[config.mk]
export PLATFORM = sky130hd
export DESIGN_NAME = adpcm4_byte_decoder_unit
export DESIGN_NICKNAME = d
export VERILOG_FILES = /design/src/rtl/core/adb_pkg.sv /design/src/rtl/core/adpcm4_byte_decoder_unit.sv /design/src/rtl/core/adb_nib_dec.sv /design/src/rtl/core/adb_out_reg.sv
export SDC_FILE = /design/constraint.sdc
export NUM_CORES = 1
export LEC_CHECK = 0
export BUFFER_PORTS_ARGS = -buffer_cell sky130_fd_sc_hd__buf_2
export CORE_AREA = 3 3 64 66
export CTS_BUF_LIST = sky130_fd_sc_hd__clkbuf_4
export DETAILED_ROUTE_END_ITERATION = 7
export DIE_AREA = 0 0 67 69
export MAX_ROUTING_LAYER = met4
export PLACE_DENSITY_LB_ADDON = 0.25
export SLEW_MARGIN = 20
export SYNTH_ARGS = -nofsm -noshare
export SYNTH_HDL_FRONTEND = slang
export SYNTH_HIERARCHICAL = 1
export SYNTH_SLANG_ARGS = --single-unit
[constraint.sdc]
create_clock -name aclk -period 3.7 [get_ports aclk]
set_clock_uncertainty 0.1 [all_clocks]
set_input_delay 0.925 -clock aclk [delete_from_list [all_inputs] [get_ports aclk]]
set_output_delay 0.925 -clock aclk [all_outputs]
set_load 0.05 [all_outputs]
[src/rtl/core/adb_pkg.sv]
// Shared types, codes and lookup tables for the 4-bit ADPCM byte decoder.
// No dependencies; used by adb_nib_dec, adb_out_reg and adpcm4_byte_decoder_unit.
`default_nettype none

package adb_pkg;

    localparam int SAMPLE_W = 8;
    localparam int NIB_W    = 4;
    localparam int STEP_W   = 2;
    localparam int IDX_W    = STEP_W + NIB_W;
    localparam int TAB_N    = 1 << IDX_W;
    localparam int DELTA_W  = 8;
    localparam int SUM_W    = SAMPLE_W + 2;

    localparam logic [SAMPLE_W-1:0] SAMPLE_MAX = 8'd255;
    localparam logic [SAMPLE_W-1:0] SAMPLE_MID = 8'd128;
    localparam logic [STEP_W-1:0]   STEP_INIT  = 2'd0;

    // func codes carried on tuser
    localparam logic FUNC_DATA    = 1'b0;
    localparam logic FUNC_RESTART = 1'b1;

    typedef struct packed {
        logic [SAMPLE_W-1:0] sample;
        logic                last;
    } result_t;

    // Delta per {step, nibble}; bit 3 of the nibble is the sign
    localparam logic signed [DELTA_W-1:0] DELTA_TAB [TAB_N] = '{
        8'sd0,  8'sd1,  8'sd2,  8'sd3,  8'sd4,  8'sd5,  8'sd6,  8'sd7,
        8'sd0, -8'sd1, -8'sd2, -8'sd3, -8'sd4, -8'sd5, -8'sd6, -8'sd7,
        8'sd1,  8'sd3,  8'sd5,  8'sd7,  8'sd9,  8'sd11, 8'sd13, 8'sd15,
        -8'sd1, -8'sd3, -8'sd5, -8'sd7, -8'sd9, -8'sd11, -8'sd13, -8'sd15,
        8'sd2,  8'sd6,  8'sd10, 8'sd14, 8'sd18, 8'sd22, 8'sd26, 8'sd30,
        -8'sd2, -8'sd6, -8'sd10, -8'sd14, -8'sd18, -8'sd22, -8'sd26, -8'sd30,
        8'sd4,  8'sd12, 8'sd20, 8'sd28, 8'sd36, 8'sd44, 8'sd52, 8'sd60,
        -8'sd4, -8'sd12, -8'sd20, -8'sd28, -8'sd36, -8'sd44, -8'sd52, -8'sd60
    };

    localparam logic [STEP_W-1:0] NEXT_TAB [TAB_N] = '{
        2'd0, 2'd0, 2'd0, 2'd0, 2'd0, 2'd1, 2'd1, 2'd1,
        2'd0, 2'd0, 2'd0, 2'd0, 2'd0, 2'd1, 2'd1, 2'd1,
        2'd0, 2'd1, 2'd1, 2'd1, 2'd1, 2'd2, 2'd2, 2'd2,
        2'd0, 2'd1, 2'd1, 2'd1, 2'd1, 2'd2, 2'd2, 2'd2,
        2'd1, 2'd2, 2'd2, 2'd2, 2'd2, 2'd3, 2'd3, 2'd3,
        2'd1, 2'd2, 2'd2, 2'd2, 2'd2, 2'd3, 2'd3, 2'd3,
        2'd2, 2'd3, 2'd3, 2'd3, 2'd3, 2'd3, 2'd3, 2'd3,
        2'd2, 2'd3, 2'd3, 2'd3, 2'd3, 2'd3, 2'd3, 2'd3
    };

endpackage

`default_nettype wire

[src/rtl/core/adpcm4_byte_decoder_unit.sv]
// 4-bit ADPCM byte decoder, top level: input holding register, decoder state,
// nibble decode (adb_nib_dec) and result register (adb_out_reg). Uses adb_pkg.
//
// Input stream (s_*): tdata = in_byte, tuser = func (0 data, 1 restart).
// Result stream (m_*): tdata = sample, tlast = 1 on the last result of a byte.
// A restart clears the primed flag and produces no result; the first data byte
// after reset or restart goes out unchanged and seeds the reference sample.
// Every later data byte yields two samples, high nibble first.
// A byte's first result passes through the holding register and then the
// result register before it is valid on m_*. A primed data byte issues its
// two samples on the single result port, one sample per cycle while the
// result register can load; a raw byte issues one sample, a restart none.
// The next byte is taken in the same cycle the held one issues its last result.
// When m_tready is low the result register holds, the held byte waits and
// s_tready drops once the holding register cannot drain.
// Reset (aresetn low, synchronous): streams empty, reference 128, step 0,
// not primed.
`default_nettype none

module adpcm4_byte_decoder_unit (
    input  wire logic                         aclk,
    input  wire logic                         aresetn,
    input  wire logic                         s_tvalid,
    output logic                              s_tready,
    input  wire logic [adb_pkg::SAMPLE_W-1:0] s_tdata,   // [7:0] in_byte
    input  wire logic                         s_tuser,   // [0] func
    output logic                              m_tvalid,
    input  wire logic                         m_tready,
    output logic      [adb_pkg::SAMPLE_W-1:0] m_tdata,   // [7:0] sample
    output logic                              m_tlast
);

    // holding register
    logic                         hold_valid_reg, hold_valid_next;
    logic                         hold_func_reg;
    logic [adb_pkg::SAMPLE_W-1:0] hold_byte_reg;
    logic                         phase_reg, phase_next;   // 1 = low nibble pending

    // decoder state
    logic [adb_pkg::SAMPLE_W-1:0] ref_reg, ref_next;
    logic [adb_pkg::STEP_W-1:0]   step_reg, step_next;
    logic                         primed_reg, primed_next;

    logic                         out_ready;
    logic                         is_restart;
    logic                         hold_fire;
    logic                         item_done;
    logic                         emit;
    logic                         s_xfer;
    logic [adb_pkg::NIB_W-1:0]    nibble;
    logic [adb_pkg::SAMPLE_W-1:0] dec_sample;
    logic [adb_pkg::STEP_W-1:0]   dec_step;
    adb_pkg::result_t             result;

    assign is_restart = (hold_func_reg == adb_pkg::FUNC_RESTART);
    assign hold_fire  = hold_valid_reg && (is_restart || out_ready);
    assign item_done  = is_restart || !primed_reg || phase_reg;
    assign emit       = hold_valid_reg && !is_restart && out_ready;
    assign s_tready   = !hold_valid_reg || (hold_fire && item_done);
    assign s_xfer     = s_tvalid && s_tready;
    assign nibble     = phase_reg ? hold_byte_reg[adb_pkg::NIB_W-1:0]
                                  : hold_byte_reg[adb_pkg::SAMPLE_W-1:adb_pkg::NIB_W];

    adb_nib_dec u_nib_dec (
        .ref_sample (ref_reg),
        .step       (step_reg),
        .nibble     (nibble),
        .sample     (dec_sample),
        .step_next  (dec_step)
    );

    always_comb begin
        result.sample = primed_reg ? dec_sample : hold_byte_reg;
        result.last   = item_done;
    end

    always_comb begin
        hold_valid_next = hold_valid_reg;
        phase_next      = phase_reg;
        ref_next        = ref_reg;
        step_next       = step_reg;
        primed_next     = primed_reg;

        if (hold_fire) begin
            if (is_restart) begin
                primed_next = 1'b0;
            end else if (!primed_reg) begin
                // raw first sample seeds the reference
                ref_next    = hold_byte_reg;
                step_next   = adb_pkg::STEP_INIT;
                primed_next = 1'b1;
            end else begin
                ref_next   = dec_sample;
                step_next  = dec_step;
                phase_next = !phase_reg;
            end
            if (item_done) begin
                hold_valid_next = 1'b0;
                phase_next      = 1'b0;
            end
        end

        if (s_xfer) begin
            hold_valid_next = 1'b1;
            phase_next      = 1'b0;
        end
    end

    always_ff @(posedge aclk) begin
        if (!aresetn) begin
            hold_valid_reg <= 1'b0;
            phase_reg      <= 1'b0;
            ref_reg        <= adb_pkg::SAMPLE_MID;
            step_reg       <= adb_pkg::STEP_INIT;
            primed_reg     <= 1'b0;
        end else begin
            hold_valid_reg <= hold_valid_next;
            phase_reg      <= phase_next;
            ref_reg        <= ref_next;
            step_reg       <= step_next;
            primed_reg     <= primed_next;
        end
    end

    always_ff @(posedge aclk) begin
        if (s_xfer) begin
            hold_byte_reg <= s_tdata;
            hold_func_reg <= s_tuser;
        end
    end

    adb_out_reg u_out_reg (
        .aclk       (aclk),
        .aresetn    (aresetn),
        .load_valid (emit),
        .load_data  (result),
        .load_ready (out_ready),
        .m_tvalid   (m_tvalid),
        .m_tready   (m_tready),
        .m_tdata    (m_tdata),
        .m_tlast    (m_tlast)
    );

    // low nibble is only ever pending on a held, primed data byte
    a_phase_primed: assert property (@(posedge aclk) disable iff (!aresetn)
        phase_reg |-> (hold_valid_reg && primed_reg && !is_restart))
        else $error("low nibble pending without a primed data byte");

    // high nibble result is followed by a non-final transfer in the result register
    a_first_not_last: assert property (@(posedge aclk) disable iff (!aresetn)
        (emit && !item_done) |=> (m_tvalid && !m_tlast && phase_reg))
        else $error("first nibble result lost or marked last");

    // a restart leaves the decoder unprimed
    a_restart_clears: assert property (@(posedge aclk) disable iff (!aresetn)
        (hold_fire && is_restart) |=> !primed_reg)
        else $error("restart did not clear primed flag");

    // empty holding register always accepts
    a_empty_ready: assert property (@(posedge aclk) disable iff (!aresetn)
        !hold_valid_reg |-> s_tready)
        else $error("input stalled with empty holding register");

endmodule

`default_nettype wire

[src/rtl/core/adb_nib_dec.sv]
// Combinational decode of one ADPCM nibble: table lookup, add and clamp.
// Depends on adb_pkg for the delta and next-step tables.
`default_nettype none

module adb_nib_dec (
    input  wire logic [adb_pkg::SAMPLE_W-1:0] ref_sample,
    input  wire logic [adb_pkg::STEP_W-1:0]   step,
    input  wire logic [adb_pkg::NIB_W-1:0]    nibble,
    output logic      [adb_pkg::SAMPLE_W-1:0] sample,
    output logic      [adb_pkg::STEP_W-1:0]   step_next
);

    logic [adb_pkg::IDX_W-1:0]        idx;
    logic signed [adb_pkg::SUM_W-1:0] sum;

    assign idx       = {step, nibble};
    assign step_next = adb_pkg::NEXT_TAB[idx];

    always_comb begin
        sum = $signed({2'b00, ref_sample})
            + adb_pkg::SUM_W'(adb_pkg::DELTA_TAB[idx]);
        if (sum < 0) begin
            sample = '0;
        end else if (sum > $signed({2'b00, adb_pkg::SAMPLE_MAX})) begin
            sample = adb_pkg::SAMPLE_MAX;
        end else begin
            sample = sum[adb_pkg::SAMPLE_W-1:0];
        end
    end

endmodule

`default_nettype wire

[src/rtl/core/adb_out_reg.sv]
// Output register of the result stream; loads when empty or when the held result transfers.
// Depends on adb_pkg for result_t.
`default_nettype none

module adb_out_reg (
    input  wire logic                         aclk,
    input  wire logic                         aresetn,
    input  wire logic                         load_valid,
    input  wire adb_pkg::result_t             load_data,
    output logic                              load_ready,
    output logic                              m_tvalid,
    input  wire logic                         m_tready,
    output logic [adb_pkg::SAMPLE_W-1:0]      m_tdata,   // [7:0] sample
    output logic                              m_tlast
);

    logic             valid_reg;
    logic             valid_next;
    adb_pkg::result_t data_reg;

    assign load_ready = !valid_reg || m_tready;

    always_comb begin
        valid_next = valid_reg;
        if (load_valid && load_ready) begin
            valid_next = 1'b1;
        end else if (m_tready) begin
            valid_next = 1'b0;
        end
    end

    always_ff @(posedge aclk) begin
        if (!aresetn) begin
            valid_reg <= 1'b0;
        end else begin
            valid_reg <= valid_next;
        end
    end

    always_ff @(posedge aclk) begin
        if (load_valid && load_ready) begin
            data_reg <= load_data;
        end
    end

    assign m_tvalid = valid_reg;
    assign m_tdata  = data_reg.sample;
    assign m_tlast  = data_reg.last;

endmodule

`default_nettype wire

==> impl_metrics.yaml, run 1 <==
sta:
  tightestPinTransition_ns: 0.5590
  rsz0062_at_grt: "false"
  hold_viol: 0
  fin_crit_ns: 3.462
  max_freq_ghz: 0.2889
  setup_tns_ns: 0
  drv_slew: 0
  slew_headroom: 0.6268
  final_min_period_over_clock_period: 0.9356
  setup_viol: 0
  hold_ws_ns: 0.3887
power_and_ir_drop:
  p_switching_mw: 0.2582
  power_mw: 0.8271
  clkPwrFrac: 0.232
  p_int_mw: 0.5689
  peakVddDrop_v: 0.0003809
  p_seq_frac: 0.500
  swShare: 0.3122
  leakage_nw: 0.9171
  powerDensity_nw_per_um2: 353.1
  pwr-share-comb: 0.268
clock_network:
  clk_pin_slew_worst_paths_ns: 0.10
  clock_latency_ns: 0.33
  postCtsHoldBufs: 0
  clockRootBuffer: "clkbuf_4"
  cts.sinks: 32
  cts_max_level: 2
  cts.path.max_buffers: 2
  cts_buffers: 5
  cts_tree: "built"
detailed_routing:
  via_count: 1623
  viasPerCell: 5.655
  drt_first_pass_iters: 4
  wl_per_cell_um: 14.85
  wl_um: 4263
  ant_nets: 0
  post-route-drc-count: 0
  drtIter0Drc: 92
critical_path:
  cpPeakStageDelay_ns: 0.40
  crit_buf_inv: 2
  slowest_stage: "dfxtp_2"
  r2r-end: "u_out_reg/m_tdata[3]$_DFFE_PP_"
  critPathRequiredTime_ns: 3.69
  worstSetupPathType: "reg2reg"
  r2r_setup_slack_ns: 0.24
  r2r_cells: 16
  cp_data_arrival_time_ns: 3.45
  r2r-start: "phase_reg$_SDFFE_PP0P_"
  endpoint_kind: "register"
  crit_path_cell_trace: "mux2_2, inv_1, ha_2, nand2b_4, nor2_1, nor2b_1, nor2_1, a21oi_1, ha_1, a21oi_2, nand2b_1, a21oi_2, o21ai_2, buf_4, a22oi_1, mux2_2"
  start_kind: "register"
  cp_top_family: "multiplexers"
  critPathLaunch: "phase_reg$_SDFFE_PP0P_"
  cp_max_fo: 7
place:
  placed_area_sq_um: 2235
  port-buffer-count: 23
  hpwl_um: 3151
  gp_congestion: 0.8793
finish:
  seq_area_sq_um: 822.0
  drive_gt1_frac: 0.2929
  multi_input_area_sq_um: 1236
  area_growth_pct: 10.44
  fill_cells: 314
  design_area_sq_um: 2342
  diodes: 0
  fin_nets: 264
  finish.utilization: 0.6446
grt:
  track_usage: 0.2059
  grt_pass1_wl_um: 7038
  grt_pass1_vias: 1498
  grt_overflow_total: 0
  grt_max_degree: 17
  antenna_found_initial: 0
min_path:
  hp-class: "reg2reg"
  whs_endpoint: "ref_reg[6]$_SDFFE_PN0P_"
  min_path_cells: 2
  worstHoldStart: "ref_reg[6]$_SDFFE_PN0P_"
floorplan:
  start_util: 0.5837
  num_rows: 22
  ioPinCount: 24
  die_height_um: 69
  dieArea_sq_um: 4623
  die_w_um: 67
  fp.coreArea_sq_um: 3633
status:
  status: "finished clean"
logic_synthesis:
  postSynthCellCount: 217
  synth_seq_cells: 32
  synth_area_sq_um: 2121
  ys_async_sr_fraction: 0
  avgSynthCellArea_sq_um: 9.773
  synthDistinctLibCells: 53
  syn_nets: 243
  synth_edf_count: 18
  synth-main-ff-cell: "edfxtp_1"
  yosys_warnings: 6
  ys_seq_area_frac: 0.3870
flow_run:
  drv_cap: 0
-- layer usage --
layer | part of all wire | vias up | GRT usage
li1 | - | 826 | -
met1 | 0.51 | 755 | 0.2966
met4 | 0.018 | 0 | 0.07432
met2 | 0.44 | 36 | 0.2904
met3 | 0.037 | 6 | 0.03420
met5 | 0 | - | -
-- cells by family (layout without fill, tap and decap cells) --
kind of cell	Yosys count	after routing	synth area share
DFF	32	32	0.3870
xor gates and xnor gates	6	6	0.02478
AOI/OAI and AO/OA	60	60	0.2153
muxes	14	14	0.07493
adders and majority gates	13	13	0.08023
buffers and inverters	23	45	0.05191
and+or+nand+nor	69	69	0.1658
-- synth_stat cells, types with 2 or more instances --
cell type / number / share of area
nand2_1: 31 / 0.055
edfxtp_1: 18 / 0.25
dfxtp_1: 14 / 0.13
a21oi_1: 13 / 0.031
ha_1: 12 / 0.071
inv_1: 12 / 0.021
mux2_2: 11 / 0.058
nand3_1: 10 / 0.024
nor2_1: 9 / 0.016
a22oi_1: 8 / 0.028
o21ai_0: 7 / 0.017
a21boi_1: 5 / 0.018
a21boi_2: 5 / 0.027
nand2b_1: 5 / 0.015
buf_2: 4 / 0.0094
xnor2_1: 4 / 0.017
a21o_1: 3 / 0.011
clkbuf_1: 3 / 0.0053
nor2b_1: 3 / 0.0089
a21boi_0: 2 / 0.0071
buf_6: 2 / 0.011
mux2i_1: 2 / 0.0094
nand2b_4: 2 / 0.013
nand3b_1: 2 / 0.0071
xor2_1: 2 / 0.0083
-- repair_timing --
| item | CTS | global route |
|---|---|---|
| setup endpoints to repair | 0 | 16 |
| gates resized for setup | 0 | 10 |
| setup buffers | 0 | 1 |
-- cell type report --
type	count	share of cell area
inverter	13	0.02083
tap	48	0.02564
multi-input combinational	162	0.5278
timing repair buffer	24	0.05235
sequential	32	0.3510
clock buffer	6	0.01923
clock inverter	2	0.003205
-- metrics by stage --
stage	worst slack, ns	std cells
detailed placement	0.1376	278
global placement	0.1307	278
floorplan	0.5098	217
finish	0.2382	287
global route	0.001511	287
CTS	0.1090	286
-- cells in the final DEF (no fill, tap or decap), drive strengths merged, types with 3 or more instances in the layout --
master / netlist / final
nand2: 31 / 31
buf: 7 / 24
edfxtp: 18 / 18
dfxtp: 14 / 14
a21oi: 14 / 14
inv: 13 / 13
mux2: 12 / 12
ha: 12 / 12
a21boi: 12 / 12
nand3: 10 / 10
nor2: 9 / 9
a22oi: 8 / 8
o21ai: 8 / 8
nand2b: 7 / 7
clkbuf: 3 / 6
xnor2: 4 / 4
a21o: 4 / 4
nor2b: 3 / 3
-- worst max-delay path by stage --
stage / to / slack, ns / cells after the start
floorplan: u_out_reg/m_tdata[7]$_DFFE_PP_ / 0.51 / 15
global placement: ref_reg[7]$_SDFFE_PN1P_ / 0.13 / 16
detailed placement: ref_reg[7]$_SDFFE_PN1P_ / 0.14 / 17
CTS: ref_reg[7]$_SDFFE_PN1P_ / 0.11 / 17
global route: ref_reg[3]$_SDFFE_PN0P_ / 0.002 / 16
finish: u_out_reg/m_tdata[3]$_DFFE_PP_ / 0.24 / 16
-- worst min-delay path, cell delays in order, from the launching register on --
cell and delay, ns:
dfxtp_1 0.34, nand2_1 0.06, a21boi_1 0.05
-- power by group through the flow --
stage	registers (mW)	clock network, mW	logic, mW
floorplan	0.430	0	0.154
finish	0.414	0.192	0.222
global route	0.417	0.212	0.243
detailed placement	0.422	0	0.204
global placement	0.422	0	0.204
CTS	0.413	0.197	0.207
(Power assumes the default switching activity.)
==> run 2, diff against run 1 <==
--- a/config.mk
+++ b/config.mk
@@ -6,14 +6,13 @@
 export NUM_CORES = 1
 export LEC_CHECK = 0
 export BUFFER_PORTS_ARGS = -buffer_cell sky130_fd_sc_hd__buf_2
-export CORE_AREA = 3 3 64 66
+export CORE_AREA = 3 3 63 65
 export CTS_BUF_LIST = sky130_fd_sc_hd__clkbuf_4
 export DETAILED_ROUTE_END_ITERATION = 7
-export DIE_AREA = 0 0 67 69
+export DIE_AREA = 0 0 66 68
 export MAX_ROUTING_LAYER = met4
 export PLACE_DENSITY_LB_ADDON = 0.25
 export SLEW_MARGIN = 20
 export SYNTH_ARGS = -nofsm -noshare
 export SYNTH_HDL_FRONTEND = slang
-export SYNTH_HIERARCHICAL = 1
 export SYNTH_SLANG_ARGS = --single-unit
==> run 2 against run 1 <==
  * Count of clock-buffer cells in the layout fell by 1
  * Maximum frequency fell by 2.9%
  * Sequential share of layout area fell by 0.75 points
  * Power fell by 3.8%
==> impl_metrics.yaml, run 2 <==
detailed_routing:
  wl_met1_um: 2005
  ant_nets: 0
  via_count: 1798
  wl_um: 4835
  drtIter0Drc: 129
  drt_first_pass_iters: 4
  wl_met2_um: 2372
  post-route-drc-count: 0
  top_layer_used: "met4"
  viasPerCell: 5.934
  wl_per_cell_um: 15.96
  route.met3.wl_um: 317
critical_path:
  r2r-end: "ref_reg[7]$_SDFFE_PN1P_"
  cp_max_fo: 6
  r2r-start: "phase_reg$_SDFFE_PP0P_"
  r2r_setup_slack_ns: 0.14
  critical_path.most_common_cell: "nor2_1"
  endpoint_kind: "register"
  worstSetupPathType: "reg2reg"
  cp_top_family: "compound AO/OA/AOI/OAI gates"
  cp_data_arrival_time_ns: 3.67
  slowest_stage: "or3_4"
  cpPeakStageDelay_ns: 0.42
  r2r_cells: 12
  start_kind: "register"
  crit_buf_inv: 0
  critPathRequiredTime_ns: 3.81
  crit_path_cell_trace: "mux2_2, nor2_1, a21o_1, nor2_1, a211oi_1, ha_1, a21o_1, nor3b_1, or3_4, xnor2_4, nor2_1, o41ai_1"
logic_synthesis:
  ys_async_sr_fraction: 0
  synth_commonest_cells: "24 x nor2_1, 19 x nand2_1, 18 x edfxtp_1"
  synth_seq_cells: 32
  postSynthCellCount: 219
  syn_nets: 244
  yosys.cell_count.top_type: "nor2_1"
  avgSynthCellArea_sq_um: 9.318
  ys_seq_area_frac: 0.4022
  synth_top_area_frac: 0.2649
  yosysTopAreaCell: "edfxtp_1"
  synth_area_sq_um: 2041
  synth_edf_count: 18
  synth-main-ff-cell: "edfxtp_1"
  synthDistinctLibCells: 50
  synth_area_leaders: "edfxtp_1 26%, dfxtp_1 14%, ha_1 6.7%, nor2_1 4.4%, o21ai_0 3.9%"
  yosys_warnings: 0
sta:
  final_min_period_over_clock_period: 0.9633
  hold_viol: 0
  max_freq_ghz: 0.2806
  hold_ws_ns: 0.3962
  rsz0062_at_grt: "true"
  tightestPinTransition_ns: 0.4435
  setup_viol: 0
  slew_headroom: 0.7022
  drv_slew: 0
  fin_crit_ns: 3.564
  setup_tns_ns: 0
power_and_ir_drop:
  p_switching_mw: 0.2530
  powerDensity_nw_per_um2: 332.5
  leakage_nw: 0.9517
  p_int_mw: 0.5429
  pwr-share-comb: 0.244
  swShare: 0.3179
  p_seq_frac: 0.508
  clkPwrFrac: 0.249
  peakVddDrop_v: 0.0002167
clock_network:
  clock_latency_ns: 0.34
  cts_tree: "built"
  cts_buffers: 5
  cts.path.max_buffers: 2
  cts_max_level: 2
  clk_pin_slew_worst_paths_ns: 0.11
  clockRootBuffer: "clkbuf_4"
  cts.sinks: 32
finish:
  mostFrequentLayoutCells: "24 x nor2_1, 23 x buf_2, 19 x nand2_1, 18 x edfxtp_1, 16 x o21ai_0"
  area_growth_pct: 17.29
  fin_nets: 281
  drive_gt1_frac: 0.2412
  diodes: 0
  fill_cells: 254
  layout_commonest_cell: "nor2_1"
place:
  gp_congestion: 0.9323
  port-buffer-count: 23
  hpwl_um: 3729
grt:
  grt_pass1_vias: 1715
  grt_pass1_wl_um: 7955
  grt_max_degree: 19
  track_usage: 0.2407
  grt_overflow_total: 0
  antenna_found_initial: 0
floorplan:
  die_height_um: 68
  num_rows: 21
  ioPinCount: 24
  die_w_um: 66
  dieArea_sq_um: 4488
  start_util: 0.6021
  fp.coreArea_sq_um: 3390
status:
  status: "finished clean"
min_path:
  whs_endpoint: "ref_reg[0]$_SDFFE_PN0P_"
  hp-class: "reg2reg"
  min_path_cells: 2
  worstHoldStart: "ref_reg[0]$_SDFFE_PN0P_"
flow_run:
  drv_cap: 0
## run 2: cell types whose count changed in the layout (fill, tap and decap cells not counted), sizes merged, moves of 6 or more
cell | before | now
a21boi | 12 | 6
o21ai | 8 | 17
nand2 | 31 | 19
a22oi | 8 | 1
nor2 | 9 | 24
nor3 | 0 | 8
mux2 | 12 | 2
buf | 24 | 38
inv | 13 | 7
## run 2: routing by layer
metal / vias to the layer above / GRT usage
li1: 883 / -
met1: 822 / 0.2776
met2: 72 / 0.4105
met3: 21 / 0.06404
met4: 0 / 0.07868
met5: - / -
## run 2: layout make-up
type / count / area, sq um / area share
flip-flops and latches: 32 / 822.0 / 0.3434
inverters: 8 / 30.03 / 0.01255
repair buffers: 38 / 227.7 / 0.09514
multi-input cells: 171 / 1200 / 0.5013
clock buffers: 5 / 37.54 / 0.01568
clock inverters: 3 / 18.77 / 0.007841
well taps: 46 / 57.56 / 0.02405
## run 2: worst max path at each step
stage               cells after the start                        endpoint                    from
floorplan                              14         ref_reg[0]$_SDFFE_PN0P_  phase_reg$_SDFFE_PP0P_
global placement                       13  u_out_reg.m_tdata[5]$_DFFE_PP_  phase_reg$_SDFFE_PP0P_
detailed placement                     13         ref_reg[7]$_SDFFE_PN1P_  phase_reg$_SDFFE_PP0P_
CTS                                    13         ref_reg[7]$_SDFFE_PN1P_  phase_reg$_SDFFE_PP0P_
global route                           12         ref_reg[1]$_SDFFE_PN0P_  phase_reg$_SDFFE_PP0P_
finish                                 12         ref_reg[7]$_SDFFE_PN1P_  phase_reg$_SDFFE_PP0P_
## run 2: through the flow
| stage | utilization | setup slack [ns] | power (mW) | instance area [sq um] | cells |
|---|---|---|---|---|---|
| 3_5_place_dp | 0.6763 | 0.04146 | 0.5938 | 2292 | 295 |
| 6_report | 0.7062 | 0.1358 | 0.7959 | 2394 | 303 |
| 5_1_grt | 0.7062 | -0.02287 | 0.8417 | 2394 | 303 |
| 4_1_cts | 0.6929 | 0.05357 | 0.7907 | 2349 | 303 |
| 2_1_floorplan | - | 0.1940 | 0.5399 | 2041 | 219 |
| 3_3_place_gp | 0.6763 | 0.1577 | 0.5908 | 2292 | 295 |
## run 2: logic make-up after synthesis
group                    after synthesis  synth area share
buffers and inverters                 16           0.03127
AND/OR/NAND/NOR                       74            0.1747
multiplexers                           7           0.04353
XOR/XNOR                              11           0.05089
AO/OA/AOI/OAI                         67            0.2201
flip-flops                            32            0.4022
adder cells (fa/ha/maj)               12           0.07725
## run 2: worst min-delay path: stages (launching register included)
cell	delay [ns]
dfxtp_1	0.34
nand3_1	0.07
o31ai_1	0.06
## run 2: power by group through the flow
stage	registers [mW]	clock network, mW	logic (mW)
6_report	0.404	0.198	0.194
5_1_grt	0.405	0.225	0.211
4_1_cts	0.404	0.204	0.183
3_5_place_dp	0.412	0	0.182
3_3_place_gp	0.411	0	0.179
2_1_floorplan	0.422	0	0.118
## run 2: what timing repair did
item / 4_1_cts / 5_1_grt
gates resized for setup: 0 / 9
hold buffers: 0 / 0
buffers inserted: 0 / 0
endpoints found under the hold margin: 0 / 0
setup endpoints to repair: 0 / 16
==> run 3, diff against run 2 <==
--- a/config.mk
+++ b/config.mk
@@ -11,7 +11,7 @@
 export DETAILED_ROUTE_END_ITERATION = 7
 export DIE_AREA = 0 0 66 68
 export MAX_ROUTING_LAYER = met4
-export PLACE_DENSITY_LB_ADDON = 0.25
+export PLACE_DENSITY = 0.79
 export SLEW_MARGIN = 20
 export SYNTH_ARGS = -nofsm -noshare
 export SYNTH_HDL_FRONTEND = slang
==> constraint.sdc (replaced) <==
create_clock -name aclk -period 4.1 [get_ports aclk]
set_clock_uncertainty 0.1 [all_clocks]
set_input_delay 1.025 -clock aclk [delete_from_list [all_inputs] [get_ports aclk]]
set_output_delay 1.025 -clock aclk [all_outputs]
set_load 0.05 [all_outputs]
==> run 3 against run 2 <==
  * Routed wire length down 6.5%
  * Cell area down 5.3%
  * Critical path type unchanged
  * Combinational power down 20%
  * Largest power group unchanged
  * Worst hold slack better by 0.023 ns
==> impl_metrics.yaml, run 3 (synthesis results as in run 2) <==
sta:
  rsz0062_at_grt: "false"
  hold_ws_ns: 0.4189
  fin_crit_ns: 3.753
  hold_viol: 0
  final_min_period_over_clock_period: 0.9155
  slew_headroom: 0.5684
  setup_tns_ns: 0
  setup_viol: 0
  tightestPinTransition_ns: 0.6466
  drv_slew: 0
  max_freq_ghz: 0.2664
status:
  status: "finished clean"
power_and_ir_drop:
  peakVddDrop_v: 0.0002274
  p_int_mw: 0.4946
  powerDensity_nw_per_um2: 313.2
  swShare: 0.3036
  pwr-share-comb: 0.219
  clkPwrFrac: 0.265
  leakage_nw: 0.8931
  p_seq_frac: 0.517
  p_switching_mw: 0.2156
critical_path:
  crit_buf_inv: 1
  worstSetupPathType: "reg2reg"
  cp_data_arrival_time_ns: 3.90
  critical_path.most_common_cell: "nor2_1"
  crit_path_cell_trace: "buf_4, mux2_2, nor2_1, a21o_1, nor2_1, a211oi_1, ha_1, a21o_1, nor3b_1, or3_4, xnor2_2, nor2_1, o41ai_2"
  r2r_setup_slack_ns: 0.35
  cp_top_family: "compound AO/OA/AOI/OAI gates"
  start_kind: "register"
  endpoint_kind: "register"
  slowest_stage: "dfxtp_1"
  critPathRequiredTime_ns: 4.24
  cp_max_fo: 6
  cpPeakStageDelay_ns: 0.44
place:
  hpwl_um: 3373
  port-buffer-count: 23
  placed_area_sq_um: 2210
  gp_congestion: 0.9668
detailed_routing:
  post-route-drc-count: 0
  via_count: 1735
  viasPerCell: 5.942
  drtIter0Drc: 150
  wl_per_cell_um: 15.48
  drt_first_pass_iters: 5
  wl_um: 4520
  ant_nets: 0
clock_network:
  cts.sinks: 32
  cts_tree: "built"
  clock_latency_ns: 0.34
  cts_setup_buffers: 0
  cts.path.max_buffers: 2
  cts_resized: 0
  cts_max_level: 2
  clockRootBuffer: "clkbuf_4"
  cts_buffers: 5
  postCtsHoldBufs: 0
  clk_pin_slew_worst_paths_ns: 0.09
finish:
  mostFrequentLayoutCells: "24 x nor2_1, 23 x buf_2, 19 x nand2_1, 18 x edfxtp_1, 16 x o21ai_0"
  design_area_sq_um: 2267
  layout_commonest_cell: "nor2_1"
  fin_nets: 270
  drive_gt1_frac: 0.1789
  fill_cells: 264
  diodes: 0
  area_growth_pct: 11.10
grt:
  track_usage: 0.2293
  antenna_found_initial: 0
  grt_overflow_total: 0
  grt_max_degree: 20
  grt_pass1_wl_um: 7458
  grt_pass1_vias: 1638
floorplan:
  die_w_um: 66
  start_util: 0.6021
  ioPinCount: 24
  num_rows: 21
  fp.coreArea_sq_um: 3390
  die_height_um: 68
  dieArea_sq_um: 4488
flow_run:
  drv_cap: 0
min_path:
  hp-class: "reg2reg"
-- run 3: cell type report --
class                      count  area [sq um]  area share
sequential                    32         820.8      0.3620
timing repair buffer          27         145.1     0.06402
multi-input combinational    171          1156      0.5099
tap                           46         57.56     0.02539
inverter                       8         30.03     0.01325
clock buffer                   7         52.55     0.02318
clock inverter                 1         5.005    0.002208
-- run 3: worst paths after layout --
kind,from,endpoint,depth (start not counted)
max,phase_reg$_SDFFE_PP0P_,ref_reg[6]$_SDFFE_PN0P_,13
min,hold_valid_reg$_SDFFE_PN0P_,u_out_reg.m_tvalid$_SDFFE_PN0P_,2
max reg2reg,phase_reg$_SDFFE_PP0P_,ref_reg[6]$_SDFFE_PN0P_,13
min reg2reg,hold_valid_reg$_SDFFE_PN0P_,u_out_reg.m_tvalid$_SDFFE_PN0P_,2
-- run 3: metal layers --
| layer | track usage | vias to the layer above | part of all wire | wire (um) |
|---|---|---|---|---|
| met3 | 0.06568 | 7 | 0.065 | 293 |
| met4 | 0.05838 | 0 | 0.010 | 46 |
| met1 | 0.2740 | 816 | 0.44 | 1980 |
| met2 | 0.3842 | 57 | 0.49 | 2199 |
| met5 | - | - | 0 | 0 |
| li1 | - | 855 | - | - |
-- run 3: power by group through the flow --
stage	sequential [mW]	combinational, mW	clock (mW)
floorplan	0.381	0.106	0
detailed placement	0.374	0.152	0
global route	0.369	0.170	0.209
global placement	0.374	0.151	0
finish	0.367	0.155	0.188
CTS	0.367	0.153	0.187
-- run 3: through the flow --
stage / power, mW / util / instances / setup WS [ns]
global route: 0.7482 / 0.6689 / 292 / 0.07811
finish: 0.7102 / 0.6689 / 292 / 0.3466
CTS: 0.7070 / 0.6689 / 292 / 0.4095
global placement: 0.5245 / 0.6519 / 284 / 0.4980
detailed placement: 0.5258 / 0.6519 / 284 / 0.4407
floorplan: 0.4872 / - / 219 / 0.5940
-- run 3: tightest hold or removal path, cell delays in order, from the launching register on --
cell	delay (ns)
dfxtp_1	0.33
nand2b_1	0.07
a21boi_0	0.07
